<file path="config.mk">
export PLATFORM = sky130hd
export DESIGN_NAME = cdg_ctrl
export DESIGN_NICKNAME = d
export VERILOG_FILES = /design/src/sv/cdg_pkg.sv /design/src/sv/cdg_ctrl.sv
export SDC_FILE = /design/constraint.sdc
export NUM_CORES = 1
export LEC_CHECK = 0
export BUFFER_PORTS_ARGS = -buffer_cell sky130_fd_sc_hd__buf_4
export CAP_MARGIN = 20
export CORE_ASPECT_RATIO = 1.4
export CORE_MARGIN = 8
export CORE_UTILIZATION = 50
export CTS_CLUSTER_DIAMETER = 200
export DETAILED_ROUTE_END_ITERATION = 7
export GPL_TIMING_DRIVEN = 0
export PLACE_DENSITY = 0.73
export RECOVER_POWER = 25
export SETUP_SLACK_MARGIN = 0.5
export SYNTH_ARGS = -nofsm -noshare
export SYNTH_HDL_FRONTEND = slang
export SYNTH_SLANG_ARGS = --single-unit
</file>
<file path="constraint.sdc">
create_clock -name clock -period 3.26 [get_ports clock]
set_clock_uncertainty 0.05 [all_clocks]
set_input_delay 0.489 -clock clock [delete_from_list [all_inputs] [get_ports clock]]
set_output_delay 0.489 -clock clock [all_outputs]
set_load 0.05 [all_outputs]
</file>
<file path="src/sv/cdg_pkg.sv">
// Shared widths, register codes, reset values and the per-item flag bundle
// for the central-difference gradient block. Depends on nothing.
package cdg_pkg;

   localparam int DEF_MAX_WIDTH = 1024;

   localparam int PIX_W  = 8;
   localparam int GRAD_W = 9;
   localparam int ROW_W  = 16;

   localparam int IMG_W_W = 11;
   localparam int IMG_H_W = 16;

   localparam int CSR_ADDR_W = 1;
   localparam int CSR_DATA_W = 16;

   localparam logic [CSR_ADDR_W-1:0] CSR_IMAGE_WIDTH  = 1'd0;
   localparam logic [CSR_ADDR_W-1:0] CSR_IMAGE_HEIGHT = 1'd1;

   localparam logic [IMG_W_W-1:0] RST_IMAGE_WIDTH  = 11'd1024;
   localparam logic [IMG_H_W-1:0] RST_IMAGE_HEIGHT = 16'd1024;

   typedef struct packed {
      logic above;
      logic last_row;
      logic last_col;
      logic interior;
      logic fwd;
   } item_flags_type;

endpackage

</file>
<file path="src/sv/cdg_ctrl.sv">
// Configuration registers, column and row counters and per-item flags.
// Depends on cdg_pkg.
module cdg_ctrl #(
   parameter int MAX_WIDTH = cdg_pkg::DEF_MAX_WIDTH,
   parameter int COL_W     = $clog2(MAX_WIDTH)
) (
   input  logic                           clock,
   input  logic                           reset,
   input  logic                           csr_we,
   input  logic [cdg_pkg::CSR_ADDR_W-1:0] csr_addr,
   input  logic [cdg_pkg::CSR_DATA_W-1:0] csr_wdata,
   input  logic                           accept,
   output logic [COL_W-1:0]               col,
   output logic [COL_W-1:0]               next_col,
   output logic [cdg_pkg::ROW_W-1:0]      row,
   output cdg_pkg::item_flags_type        flags
);
   import cdg_pkg::*;

   localparam int EW = (COL_W + 1 > IMG_W_W) ? COL_W + 1 : IMG_W_W;

   logic [IMG_W_W-1:0] width_ff, width_in;
   logic [IMG_H_W-1:0] height_ff, height_in;
   logic [COL_W-1:0]   col_ff, col_in;
   logic [ROW_W-1:0]   row_ff, row_in;

   logic [EW-1:0]    w_ext, eff_w, col_inc;
   logic [ROW_W:0]   eff_h, row_inc;
   logic             last_col, last_row;

   always_comb begin
      width_in  = width_ff;
      height_in = height_ff;
      if (csr_we) begin
         case (csr_addr)
            CSR_IMAGE_WIDTH:  width_in  = csr_wdata[IMG_W_W-1:0];
            CSR_IMAGE_HEIGHT: height_in = csr_wdata[IMG_H_W-1:0];
            default: ;
         endcase
      end
   end

   always_comb begin
      w_ext = EW'(width_ff);
      if (w_ext == '0) begin
         eff_w = EW'(1);
      end else if (w_ext > EW'(MAX_WIDTH)) begin
         eff_w = EW'(MAX_WIDTH);
      end else begin
         eff_w = w_ext;
      end
      eff_h    = (height_ff == '0) ? (ROW_W+1)'(1) : {1'b0, height_ff};
      col_inc  = EW'(col_ff) + EW'(1);
      row_inc  = {1'b0, row_ff} + (ROW_W+1)'(1);
      last_col = (col_inc >= eff_w);
      last_row = (row_inc >= eff_h);
      next_col = last_col ? '0 : col_inc[COL_W-1:0];

      flags.above    = (row_ff != '0);
      flags.last_row = last_row;
      flags.last_col = last_col;
      flags.interior = (col_ff != '0) && !last_col && (row_ff >= ROW_W'(2)) &&
                       ({1'b0, row_ff} < eff_h);
      flags.fwd      = (next_col == col_ff);

      col_in = col_ff;
      row_in = row_ff;
      if (accept) begin
         col_in = next_col;
         if (last_col) begin
            row_in = last_row ? '0 : row_inc[ROW_W-1:0];
         end
      end
   end

   always_ff @(posedge clock) begin
      if (reset) begin
         width_ff  <= RST_IMAGE_WIDTH;
         height_ff <= RST_IMAGE_HEIGHT;
         col_ff    <= '0;
         row_ff    <= '0;
      end else begin
         width_ff  <= width_in;
         height_ff <= height_in;
         col_ff    <= col_in;
         row_ff    <= row_in;
      end
   end

   assign col = col_ff;
   assign row = row_ff;

endmodule

</file>
# After elaboration in Yosys (flattened, before gate mapping)
# Cells that the tools add are included.
# totals
regBits	53
wordCells	29
out_inout_bits	41
# op_classes
addsub	2
reduce_logical	11
n_bitwise	1
n_eq_ne	1
mux	5
n_lt_le_gt_ge	5
# ops
cell	n
$mux W16	2
$mux W11	2
$add A16 B1 Y17 const B	1
$ge A17 B16 Y1	1
$ge A16 B2 Y1 const B	1
$logic_not A16 Y1	1
$lt A16 B16 Y1	1
$reduce_bool A16 Y1	1
$add A10 B1 Y11 const B	1
$ge A11 B11 Y1	1
$gt A11 B11 Y1 const B	1
$logic_not A11 Y1	1
$eq A10 B10 Y1	1
$mux W10	1
$reduce_bool A10 Y1	1
$reduce_and A2 Y1	3
$logic_and A1 B1 Y1	3
$logic_not A1 Y1	1
$not A1 Y1	1

# Logic depth before layout (Yosys ltp)
# depth
depth_word	8
mapped_depth	14

# Worst setup path after synthesis
# OpenSTA, ideal clock, no wires.
# synth_timing
path_kind	register to output
from	reg col_ff[0] (netlist: col[0])
to	out flags[0] (netlist bit)
stages_incl_launch_ff	14
path_slack_ns	-1.509
t_arrival_ns	4.230
required_ns	2.721
cell_sequence	dfxtp_1 -> ha_1 -> nand3_1 -> inv_1 -> nand3_1 -> xor2_1 -> inv_1 -> ha_1 -> and3_1 -> nand3_1 -> o21ai_2 -> a21oi_4 -> clkbuf_1 -> nor4_1
# synth_rtl
element	line_no	source
start, declared	cdg_ctrl.sv:24	logic [COL_W-1:0] col_ff, col_in;
start signal, assigned	cdg_ctrl.sv:85	col_ff <= col_in;
end, declared	cdg_ctrl.sv:16	output cdg_pkg::item_flags_type flags

==> flow_summary.ini <==
[logic_synthesis]
yosysWarnings = 0
synth-main-ff-cell = dfxtp_1
async_flop_share_pct = 0
synth_top_family_by_area = simple AND/OR/NAND/NOR gates
synth_area_per_cell_um2 = 7.60
syn_inst = 475
synth_edf_count = 0
synth_nets = 544
ys_seq_elements = 53
muxShareOfSynthArea_pct = 0
synth-simple-area-share_pct = 25.9
synthAdderAreaFrac_pct = 16.6
syn_area_mm2 = 0.00361
ys_top_cells_by_area = dfxtp_1 (29%), ha_1 (17%), nand2_1 (10%)
synth_compound_area_share_pct = 17.1
synth_top_area_share_pct = 29.4
synthXorXnorAreaFrac_pct = 5.34
yosysSeqAreaShare_pct = 29.4
synth_area_leader_cell = dfxtp_1
synth_cell_types = 39

[die]
dieHeight_um = 117
die_width_um = 87.8
initial_core_util_pct = 51.7
pin_count = 62
die_area_mm2 = 0.0102
core_mm2 = 0.00698
rows = 36

[worst_setup_path]
setup.worst_path.class = flop to output port
critPathSlowestCell = dfxtp_4
path_cells = ha_4 > nand3_4 > inv_4 > buf_4 > and3_2 > and3_1 > ha_1 > and3_1 > a21oi_4 > buf_6 > inv_8 > nor3_4 > buf_6
required_ns = 2.72
critPathBufInv = 5
crit_path_end_kind = output port
cp_top_family = simple AND/OR/NAND/NOR gates
critical_path_arrival_ns = 2.98
critPathLaunchType = flop
critPathMaxStageDelay_ns = 0.39
crit_fanout = 5

[cells_and_area]
n_fill_cell = 476
final_common_cell = nand2_1
nets = 649
fin_cells = 676
multi_input_area_mm2 = 0.00289
regArea_mm2 = 0.00111
antenna_cells = 0
area_growth_pct = 48.7
layout_common_cells = nand2_1 (94), buf_4 (70), ha_1 (41)
drive_gt1_share_pct = 37.2

[clock_network]
cts_max_path_buffers = 2
cts.sinks = 53
cts_hold_buffers = 0
cts-root-buf = clkbuf_8
htree_num_levels = 2
clk_latency_ns = 0.32
cts_tree = done
cts-buffers-inserted = 5
clk_pin_slew_worst_paths_ns = 0.11

[outcome]
outcome = finished, violations left
violations = setup timing

[sta]
hold_ws_ns = 0.360
hold_viol = 0
period_share_pct = 108
worstMarginPinSlew_ns = 0.542
setup_ws_ns = -0.258
maxSlewHeadroom_pct = 63.8
setup_viol_count_final = 14
rsz0062_at_grt = true
max_freq_ghz = 0.284
fin_crit_ns = 3.52
drv_slew = 0

[flow_run]
maxCapViolCount = 0

[placed_design]
port_buffers = 59
placed_cells = 629
routabilityCongestion = 0.894
dp_hpwl_um = 8540
dp_slack_ns = -0.345

[global_route]
groute.usage.overall_pct = 23.4
grt_pass1_wl_um = 18800
antenna_found_initial = 0
grt_start_max_net_pins = 17
grt_overflow_total = 0
grt_pass1_vias = 3963

[pwr]
power_mw = 1.51
ir_worst_vdd_v = 0.000210
p_leak_nw = 2.35
powerDensity_mw_per_mm2 = 280

[drt]
ant_nets = 0
routed_via_density = 5.78
vias = 3910
dr.pass1.iters = 4
wl_per_cell_um = 18.6
drt_wl_total_um = 12500
drt_iter0_drc = 145
drc = 0

[worst_hold_path]
hold_path_class = primary input to flop
## metal layers
layer  up-vias  part of all wire [%]  global-route usage, %
met4         0                   6.2                   15.8
met1      1857                    37                   23.2
li1       1862                     -                      -
met3        57                   4.2                   4.58
met5         -                     0                      0
met2       134                    52                   42.7
## final cells by class
| type | count | area share [%] |
|---|---|---|
| Buffer | 19 | 2.54 |
| Clock buffer | 7 | 1.82 |
| Clock inverter | 1 | 0.163 |
| Inverter | 33 | 2.54 |
| Multi-Input combinational cell | 370 | 53.9 |
| Sequential cell | 53 | 20.7 |
| Tap cell | 95 | 2.21 |
| Timing Repair Buffer | 97 | 15.9 |
| Timing Repair inverter | 1 | 0.117 |
## power by group
group,total (mW),switching (mW),internal [mW]
Clock,0.430,0.230,0.200
Sequential,0.682,0.0208,0.662
Combinational,0.393,0.235,0.158
## registers in the layout, summed over array words and instances, names as in the netlist
name / flops
row: 16
col: 10
height_ff: 16
w_ext: 11
## timing repair
item,in CTS,in global routing
gates resized for setup,73,60
pin swaps,24,19
gates cloned,1,2
setup endpoints to repair,40,40
setup buffers,28,8
## tightest hold or removal path: cells and delay by family
kind	cells	cell delay [ns]
buffers and inverters	1	0.11
and+or+nand+nor	1	0.04
AOI/OAI and AO/OA	1	0.05
## cell usage after synthesis (9+ instances only)
cell and number:
xor2_1 14, clkbuf_1 15, and3_1 10, nand4_1 13, inv_1 32, nor4_1 10, nand2_1 100, dfxtp_1 53
a21oi_1 38, nand3_1 23, o21ai_0 29, ha_1 48, nor2_1 16, a21o_1 9
## through the flow
step                cell area, um^2  TNS (ns)  util, %
floorplan                      3880    -0.528        -
global placement               4440     -3.44     63.7
detailed placement             4440     -3.71     63.7
CTS                            5120     -1.90     73.3
global route                   5370     -4.47     76.9
finish                         5370     -2.93     76.9
## kinds of logic (layout without fill, tap and decap cells)
| kind of cell | Yosys count | after routing |
|---|---|---|
| and+or+nand+nor | 199 | 199 |
| AOI/OAI and AO/OA | 101 | 101 |
| DFF | 53 | 53 |
| buffers and inverters | 52 | 158 |
| adders and majority gates | 48 | 48 |
| xor gates and xnor gates | 22 | 22 |
## worst paths after layout
check	endpoint	cells after the start	from	slack [ns]
hold reg to reg	height_ff[0]	2	height_ff[0]	0.42
setup / recovery	flags[1]	13	col[1]	-0.26
setup reg to reg	col[4]	13	col[1]	0.11
hold / removal	height_ff[14]	3	csr_wdata[14]	0.36
Power figures use the tool's default switching activity.
