**src/sv/cdg_pkg.sv**
```systemverilog
// Shared widths, register codes, reset values and the per-item flag bundle
// for the central-difference gradient block. Depends on nothing.
package cdg_pkg;

   localparam int DEF_MAX_WIDTH = 1024;

   localparam int PIX_W  = 8;
   localparam int GRAD_W = 9;
   localparam int ROW_W  = 16;

   localparam int IMG_W_W = 11;
   localparam int IMG_H_W = 16;

   localparam int CSR_ADDR_W = 1;
   localparam int CSR_DATA_W = 16;

   localparam logic [CSR_ADDR_W-1:0] CSR_IMAGE_WIDTH  = 1'd0;
   localparam logic [CSR_ADDR_W-1:0] CSR_IMAGE_HEIGHT = 1'd1;

   localparam logic [IMG_W_W-1:0] RST_IMAGE_WIDTH  = 11'd1024;
   localparam logic [IMG_H_W-1:0] RST_IMAGE_HEIGHT = 16'd1024;

   typedef struct packed {
      logic above;
      logic last_row;
      logic last_col;
      logic interior;
      logic fwd;
   } item_flags_type;

endpackage

```
**src/sv/cdg_grad.sv**
```systemverilog
// Item stage after the line-store reads: gradient arithmetic, result
// sequencing (zero, one or two results per item) and the output register.
// Depends on cdg_pkg.
module cdg_grad #(
   parameter int COL_W = 10
) (
   input  logic                            clock,
   input  logic                            reset,
   input  logic                            accept,
   output logic                            take_ready,
   input  logic [cdg_pkg::PIX_W-1:0]       pixel,
   input  logic [COL_W-1:0]                col,
   input  logic [cdg_pkg::ROW_W-1:0]       row,
   input  cdg_pkg::item_flags_type         flags,
   input  logic [cdg_pkg::PIX_W-1:0]       prev_rdata,
   input  logic [cdg_pkg::PIX_W-1:0]       older_rdata,
   output logic [cdg_pkg::PIX_W-1:0]       cur_prev,
   output logic                            rsp_valid,
   input  logic                            rsp_ready,
   output logic signed [cdg_pkg::GRAD_W-1:0] rsp_grad_x_halves,
   output logic signed [cdg_pkg::GRAD_W-1:0] rsp_grad_y_halves,
   output logic [COL_W-1:0]                rsp_out_col,
   output logic [cdg_pkg::ROW_W-1:0]       rsp_out_row,
   output logic                            rsp_frame_end
);
   import cdg_pkg::*;

   logic                s1_v_ff, s1_v_in;
   logic                s1_sel_ff, s1_sel_in;
   item_flags_type      s1_f_ff;
   logic [PIX_W-1:0]    s1_px_ff, s1_left_ff, left_ff;
   logic [COL_W-1:0]    s1_col_ff;
   logic [ROW_W-1:0]    s1_row_ff;

   logic                out_v_ff, out_v_in;
   logic [GRAD_W-1:0]   out_gx_ff, out_gy_ff;
   logic [COL_W-1:0]    out_col_ff;
   logic [ROW_W-1:0]    out_row_ff;
   logic                out_fe_ff;

   logic                out_free, above_pend, has_res, emit, final_emit, s1_done;
   logic [GRAD_W-1:0]   gx, gy, res_gx, res_gy;
   logic [ROW_W-1:0]    res_row;
   logic                res_fe;

   always_comb begin
      cur_prev   = s1_f_ff.fwd ? s1_px_ff : prev_rdata;
      out_free   = !out_v_ff || rsp_ready;
      above_pend = s1_f_ff.above && !s1_sel_ff;
      has_res    = s1_f_ff.above || s1_f_ff.last_row;
      emit       = s1_v_ff && has_res && out_free;
      final_emit = emit && !(above_pend && s1_f_ff.last_row);
      s1_done    = s1_v_ff && (!has_res || final_emit);
      take_ready = !s1_v_ff || s1_done;

      gx = s1_f_ff.interior ? ({1'b0, cur_prev} - {1'b0, s1_left_ff}) : '0;
      gy = s1_f_ff.interior ? ({1'b0, s1_px_ff} - {1'b0, older_rdata}) : '0;

      if (above_pend) begin
         res_gx  = gx;
         res_gy  = gy;
         res_row = s1_row_ff - ROW_W'(1);
         res_fe  = 1'b0;
      end else begin
         res_gx  = '0;
         res_gy  = '0;
         res_row = s1_row_ff;
         res_fe  = s1_f_ff.last_col;
      end

      s1_v_in   = accept ? 1'b1 : (s1_done ? 1'b0 : s1_v_ff);
      s1_sel_in = accept ? 1'b0 : (emit ? 1'b1 : s1_sel_ff);
      out_v_in  = out_free ? emit : out_v_ff;
   end

   always_ff @(posedge clock) begin
      if (reset) begin
         s1_v_ff   <= 1'b0;
         s1_sel_ff <= 1'b0;
         out_v_ff  <= 1'b0;
      end else begin
         s1_v_ff   <= s1_v_in;
         s1_sel_ff <= s1_sel_in;
         out_v_ff  <= out_v_in;
      end
   end

   always_ff @(posedge clock) begin
      if (accept) begin
         s1_f_ff    <= flags;
         s1_px_ff   <= pixel;
         s1_col_ff  <= col;
         s1_row_ff  <= row;
         s1_left_ff <= left_ff;
         left_ff    <= cur_prev;
      end
   end

   always_ff @(posedge clock) begin
      if (emit) begin
         out_gx_ff  <= res_gx;
         out_gy_ff  <= res_gy;
         out_col_ff <= s1_col_ff;
         out_row_ff <= res_row;
         out_fe_ff  <= res_fe;
      end
   end

   assign rsp_valid         = out_v_ff;
   assign rsp_grad_x_halves = out_gx_ff;
   assign rsp_grad_y_halves = out_gy_ff;
   assign rsp_out_col       = out_col_ff;
   assign rsp_out_row       = out_row_ff;
   assign rsp_frame_end     = out_fe_ff;

endmodule

```
**config.mk**
```make
export PLATFORM = sky130hd
export DESIGN_NAME = cdg_grad
export DESIGN_NICKNAME = d
export VERILOG_FILES = /design/src/sv/cdg_pkg.sv /design/src/sv/cdg_grad.sv
export SDC_FILE = /design/constraint.sdc
export NUM_CORES = 1
export LEC_CHECK = 0
export ABC_CLOCK_PERIOD_IN_PS = 4700
export BUFFER_PORTS_ARGS = -buffer_cell sky130_fd_sc_hd__buf_2
export CORE_AREA = 2 2 77 116
export CTS_BUF_LIST = sky130_fd_sc_hd__clkbuf_16
export DETAILED_ROUTE_END_ITERATION = 16
export DIE_AREA = 0 0 79 118
export PLACE_DENSITY = 0.79
export SLEW_MARGIN = 5
export SYNTH_ARGS = -nofsm -noshare
export SYNTH_HDL_FRONTEND = slang
export SYNTH_SLANG_ARGS = --single-unit
```
**constraint.sdc**
```tcl
create_clock -name clock -period 4.7 [get_ports clock]
set_input_delay 0.235 -clock clock [delete_from_list [all_inputs] [get_ports clock]]
set_output_delay 0.235 -clock clock [all_outputs]
set_load 0.05 [all_outputs]
```
; ---- Word-level counts from Yosys, hierarchy flattened
; Cells that the tools add are included.
[totals]
reg_bits = 103
latch_bits = 0
mem_bits_rw = 0
rom_bits = 0
inputBits = 59
out_inout_bits = 55
elab_cells = 43
mem_count = 0
[op_classes]
add_sub_neg = 3
n_mul = 0
n_div = 0
n_lt_le_gt_ge = 0
eq_ne = 0
shift = 0
muxes = 4
bitwise_logic = 0
reduce_logical = 18
[op_table]
columns = cell, count
row1 = 8-bit by 8-bit subtractor with 9-bit output, 2
row2 = 16-bit 2-to-1 mux, 1
row3 = 16-bit by 1-bit subtractor with 16-bit output (second input constant), 1
row4 = 8-bit 2-to-1 mux, 1
row5 = 1-bit logical AND, 6
row6 = 1-bit logical NOT, 5
row7 = 1-bit logical OR, 4
row8 = 1-bit 2-to-1 mux, 2
row9 = 2-bit AND reduction, 1
row10 = 2-bit nonzero test, 1
row11 = 2-bit OR reduction, 1

; ---- Depth between registers and ports, before layout
[depth]
word_depth = 9
depth_mapped = 8
depth_no_buf = 7

; ---- Worst setup path before layout
; No wires, ideal clock.
[synth_timing]
path_type = register to register
start = reg out_v_ff, in the netlist rsp_valid
end = reg out_fe_ff, in the netlist rsp_frame_end, enable pin
setup_ps = 454
arrival_ps = 2714
required_ps = 4246
path_slack_ps = 1532
stages_incl_launch_ff = 3
n_path_buf = 0
period_less_slack_ps = 3168
cell_sequence = dfxtp_1 > nand2b_1 > nor2b_1
[synth_via]
elab_chain_cells = 3
[synth_lines]
columns = item, line_no
row1 = "start, declared", cdg_grad.sv:35  ; logic out_v_ff, out_v_in;
row2 = "start signal, assigned", cdg_grad.sv:84  ; out_v_ff <= out_v_in;
row3 = 1-bit logical NOT, cdg_grad.sv:48  ; out_free = !out_v_ff || rsp_ready;
row4 = 1-bit logical OR, cdg_grad.sv:48
row5 = 1-bit logical AND, cdg_grad.sv:51  ; emit = s1_v_ff && has_res && out_free;
row6 = net emit, cdg_grad.sv:41  ; logic out_free, above_pend, has_res, emit, final_emit, s1_done;
row7 = "end signal, assigned", cdg_grad.sv:105  ; out_fe_ff <= res_fe;
row8 = "end, declared", cdg_grad.sv:39  ; logic out_fe_ff;
; The timed path passes the listed nets, and every way through them passes these cells.
; A chain may end at the register's enable or synchronous reset.

; ---- Final worst setup path
[layout_timing]
start = reg s1_f_ff[0] (netlist name)
end = reg out_gx_ff[6], in the netlist rsp_grad_x_halves[6], data pin
[layout_via]
elab_chain_cells = 2
[layout_lines]
columns = item, line_no
row1 = "start, declared", cdg_grad.sv:30  ; item_flags_type s1_f_ff;
row2 = "start signal, assigned", cdg_grad.sv:90  ; s1_f_ff <= flags;
row3 = 8-bit 2-to-1 mux, cdg_grad.sv:47  ; cur_prev = s1_f_ff.fwd ? s1_px_ff : prev_rdata;
row4 = 8-bit by 8-bit subtractor with 9-bit output, cdg_grad.sv:56  ; gx = s1_f_ff.interior ? ({1'b0, cur_prev} - {1'b0, s1_left_ff}) : '0;
row5 = "end signal, assigned", cdg_grad.sv:101  ; out_gx_ff <= res_gx;
row6 = "end, declared", cdg_grad.sv:36  ; logic [GRAD_W-1:0] out_gx_ff, out_gy_ff;
; No other way between the ends.

==> results.sh <==
export IMPL_worst_pin_slew_ns=0.742
export IMPL_path_max_fanout=8
export IMPL_max_freq_mhz=412
export IMPL_antenna_found_initial=0
export IMPL_drt_iter0_drc=144
export IMPL_dp_hpwl_mm=6.21
export IMPL_regToRegEndpoint="rsp_grad_x_halves[6]"
export IMPL_synth_top_area_cell="edfxtp_1"
export IMPL_finalInstanceArea_sq_um=5440
export IMPL_root_buffer="clkbuf_16"
export IMPL_row_count=41
export IMPL_tns_ns=0
export IMPL_p_per_area_nw_per_um2=403
export IMPL_synthTopCellsByCount="edfxtp_1 (100), inv_1 (20), nor2_1 (19)"
export IMPL_cts_tree="yes"
export IMPL_setup_viol=0
export IMPL_core_area_sq_um=8310
export IMPL_fin_util=0.654
export IMPL_layout_min_cycle_time_ns=2.43
export IMPL_synthToLayoutAreaGrowth_pct=22.5
export IMPL_leakage_nw=2.19
export IMPL_period_share=0.516
export IMPL_cts_sinks=103
export IMPL_htreeDepth=3
export IMPL_holdCritStartpoint="flags[0]"
export IMPL_rrSetupSlack_ns=2.27
export IMPL_yosysMostFrequentCell="edfxtp_1"
export IMPL_seq_area_frac_synth=0.690
export IMPL_fin_nets=504
export IMPL_viasPerCell=5.36
export IMPL_drive_gt1_frac=0.335
export IMPL_start_util=0.534
export IMPL_dr_pass1_iters=4
export IMPL_grt_pass1_vias=2928
export IMPL_cts_buffers=9
export IMPL_path_clk_slew_ns=0.07
export IMPL_ys_types=35
export IMPL_diodes=0
export IMPL_crit_required_ns=4.90
export IMPL_synth_seq_cells=103
export IMPL_wl_per_cell_microns=15.8
export IMPL_vdd_ir_drop_max_mv=0.225
export IMPL_cts_resized=0
export IMPL_worstSetupPathType="reg -> reg"
export IMPL_grt_usage=0.189
export IMPL_ys_warn_count=0
export IMPL_cp_end_kind="flip-flop"
export IMPL_ys_flop_type="edfxtp_1"
export IMPL_ioPinCount=114
export IMPL_syn_cell_area_sq_um=4440
export IMPL_synth_top_area_frac=0.676
export IMPL_ff2ff_path_depth=6
export IMPL_run_status="complete, no violations"
export IMPL_relSlewSlack=0.505
export IMPL_synth_async_sr_flop_share=0
export IMPL_rr_startpoint="s1_f_ff[0]"
export IMPL_die_w_microns=79
export IMPL_skew_ns=0.00476
export IMPL_power_mw=2.19
export IMPL_clock_path_buffers=2
export IMPL_synth_edf_count=100
export IMPL_grt_max_degree=58
export IMPL_rsz0062_at_grt="false"
export IMPL_ant_nets=0
export IMPL_worst_ep_arrival_time_ns=2.63
export IMPL_hold_class="in -> reg"
export IMPL_vias=2876
export IMPL_maxCapViolCount=0
export IMPL_clock_latency_ns=0.34
export IMPL_hold_ws_ns=0.0695
export IMPL_cp_startpoint="s1_f_ff[0]"
export IMPL_cp_endpoint="rsp_grad_x_halves[6]"
export IMPL_final_max_slew_viol_count=0
export IMPL_overflow=0
export IMPL_die_area_sq_um=9320
export IMPL_hold_violations=0
export IMPL_drt_wl_total_mm=8.50
export IMPL_synth_cells=304
export IMPL_postCtsSetupRepairBufs=0
export IMPL_synth_area_per_cell_sq_um=14.6
export IMPL_grt_pass1_wl_mm=13.5
export IMPL_syn_nets=382
export IMPL_die_y_microns=118
export IMPL_gp_congestion=0.823
export IMPL_drc=0
export IMPL_yosys_top_cells_area="edfxtp_1 (68%), ha_1 (4.8%), inv_1 (1.7%), nor2_1 (1.6%), o21ai_0 (1.6%)"
export IMPL_cts_hold_buffers=0
export IMPL_dpl_cell_area_sq_um=5150
export IMPL_start_kind="flip-flop"
export IMPL_io_buffers=113
==> kinds of logic after synthesis <==
group,count (synthesis),share of synthesized area
and+or+nand+nor,91,0.123
adders and majority gates,19,0.0569
AOI/OAI and AO/OA,43,0.0600
buffers and inverters,25,0.0211
muxes,8,0.0197
xor gates and xnor gates,15,0.0296
DFF,103,0.690
==> critical path: stages (launching register included) <==
cell and delay, ns:
edfxtp_1 0.54, mux2_2 0.41, ha_1 0.34, nor2b_1 0.16, o31a_1 0.28, or4_1 0.47, nand3_1 0.09
==> where the power goes <==
part | switching [mW] | internal, mW
clock | 0.310 | 0.408
sequential | 0.0313 | 1.09
combinational | 0.242 | 0.115
==> through the flow <==
stage          cells  setup slack [ns]
2_1_floorplan    304              1.53
3_3_place_gp     522              2.33
3_5_place_dp     522              2.29
4_1_cts          537              2.26
5_1_grt          537              2.15
6_report         537              2.27
==> flip-flops by register name (all words and copies together), names as in the netlist <==
signal / flops
s1_row_ff: 16
s1_f_ff: 5
rsp_grad_y_halves: 9
s1_v_ff: 1
rsp_out_col: 10
s1_px_ff: 8
left_ff: 8
rsp_frame_end: 1
s1_left_ff: 8
s1_col_ff: 10
s1_sel_ff: 1
rsp_out_row: 16
rsp_grad_x_halves: 9
rsp_valid: 1
==> area by class of cell <==
| class | instances | area [sq um] |
|---|---|---|
| Tap cell | 107 | 134 |
| Timing Repair Buffer | 116 | 588 |
| Inverter | 20 | 75.1 |
| Clock inverter | 6 | 62.6 |
| Multi-Input combinational cell | 176 | 1290 |
| Clock buffer | 9 | 225 |
| Fill cell | 635 | 2870 |
| Sequential cell | 103 | 3060 |
==> routing by layer <==
layer	wire length, microns	part of all wire	vias up	GRT usage
li1	-	-	1391	-
met1	3390	0.40	1363	0.230
met2	4330	0.51	104	0.315
met3	555	0.065	18	0.0406
met4	222	0.026	0	0.0927
met5	0	0	-	0
==> cell usage in the layout, fill, tap and decap left out, types with 4 or more instances in the layout <==
cell	instances
nor2_1	19
nand2_1	7
nor2b_1	5
xor2_1	8
ha_1	17
mux2_2	6
nand3_1	8
a31oi_1	4
a211oi_1	8
nor3b_1	8
clkbuf_16	9
o21a_1	4
inv_1	20
nor3_1	12
xnor2_1	7
edfxtp_1	100
or4_1	6
buf_2	113
o21ai_0	14
a21oi_1	8
nand2b_1	10
==> worst min path at each step <==
stage          depth (start not counted)  slack [ns]             end
6_report                               1        0.07      s1_f_ff[0]
5_1_grt                                1        0.05    s1_col_ff[5]
4_1_cts                                1        0.06      s1_f_ff[0]
3_5_place_dp                           0        0.41  rsp_out_col[7]
3_3_place_gp                           0        0.40  rsp_out_col[7]
2_1_floorplan                          1        0.30       rsp_valid
No activity file was read; power rests on OpenSTA's default activity.
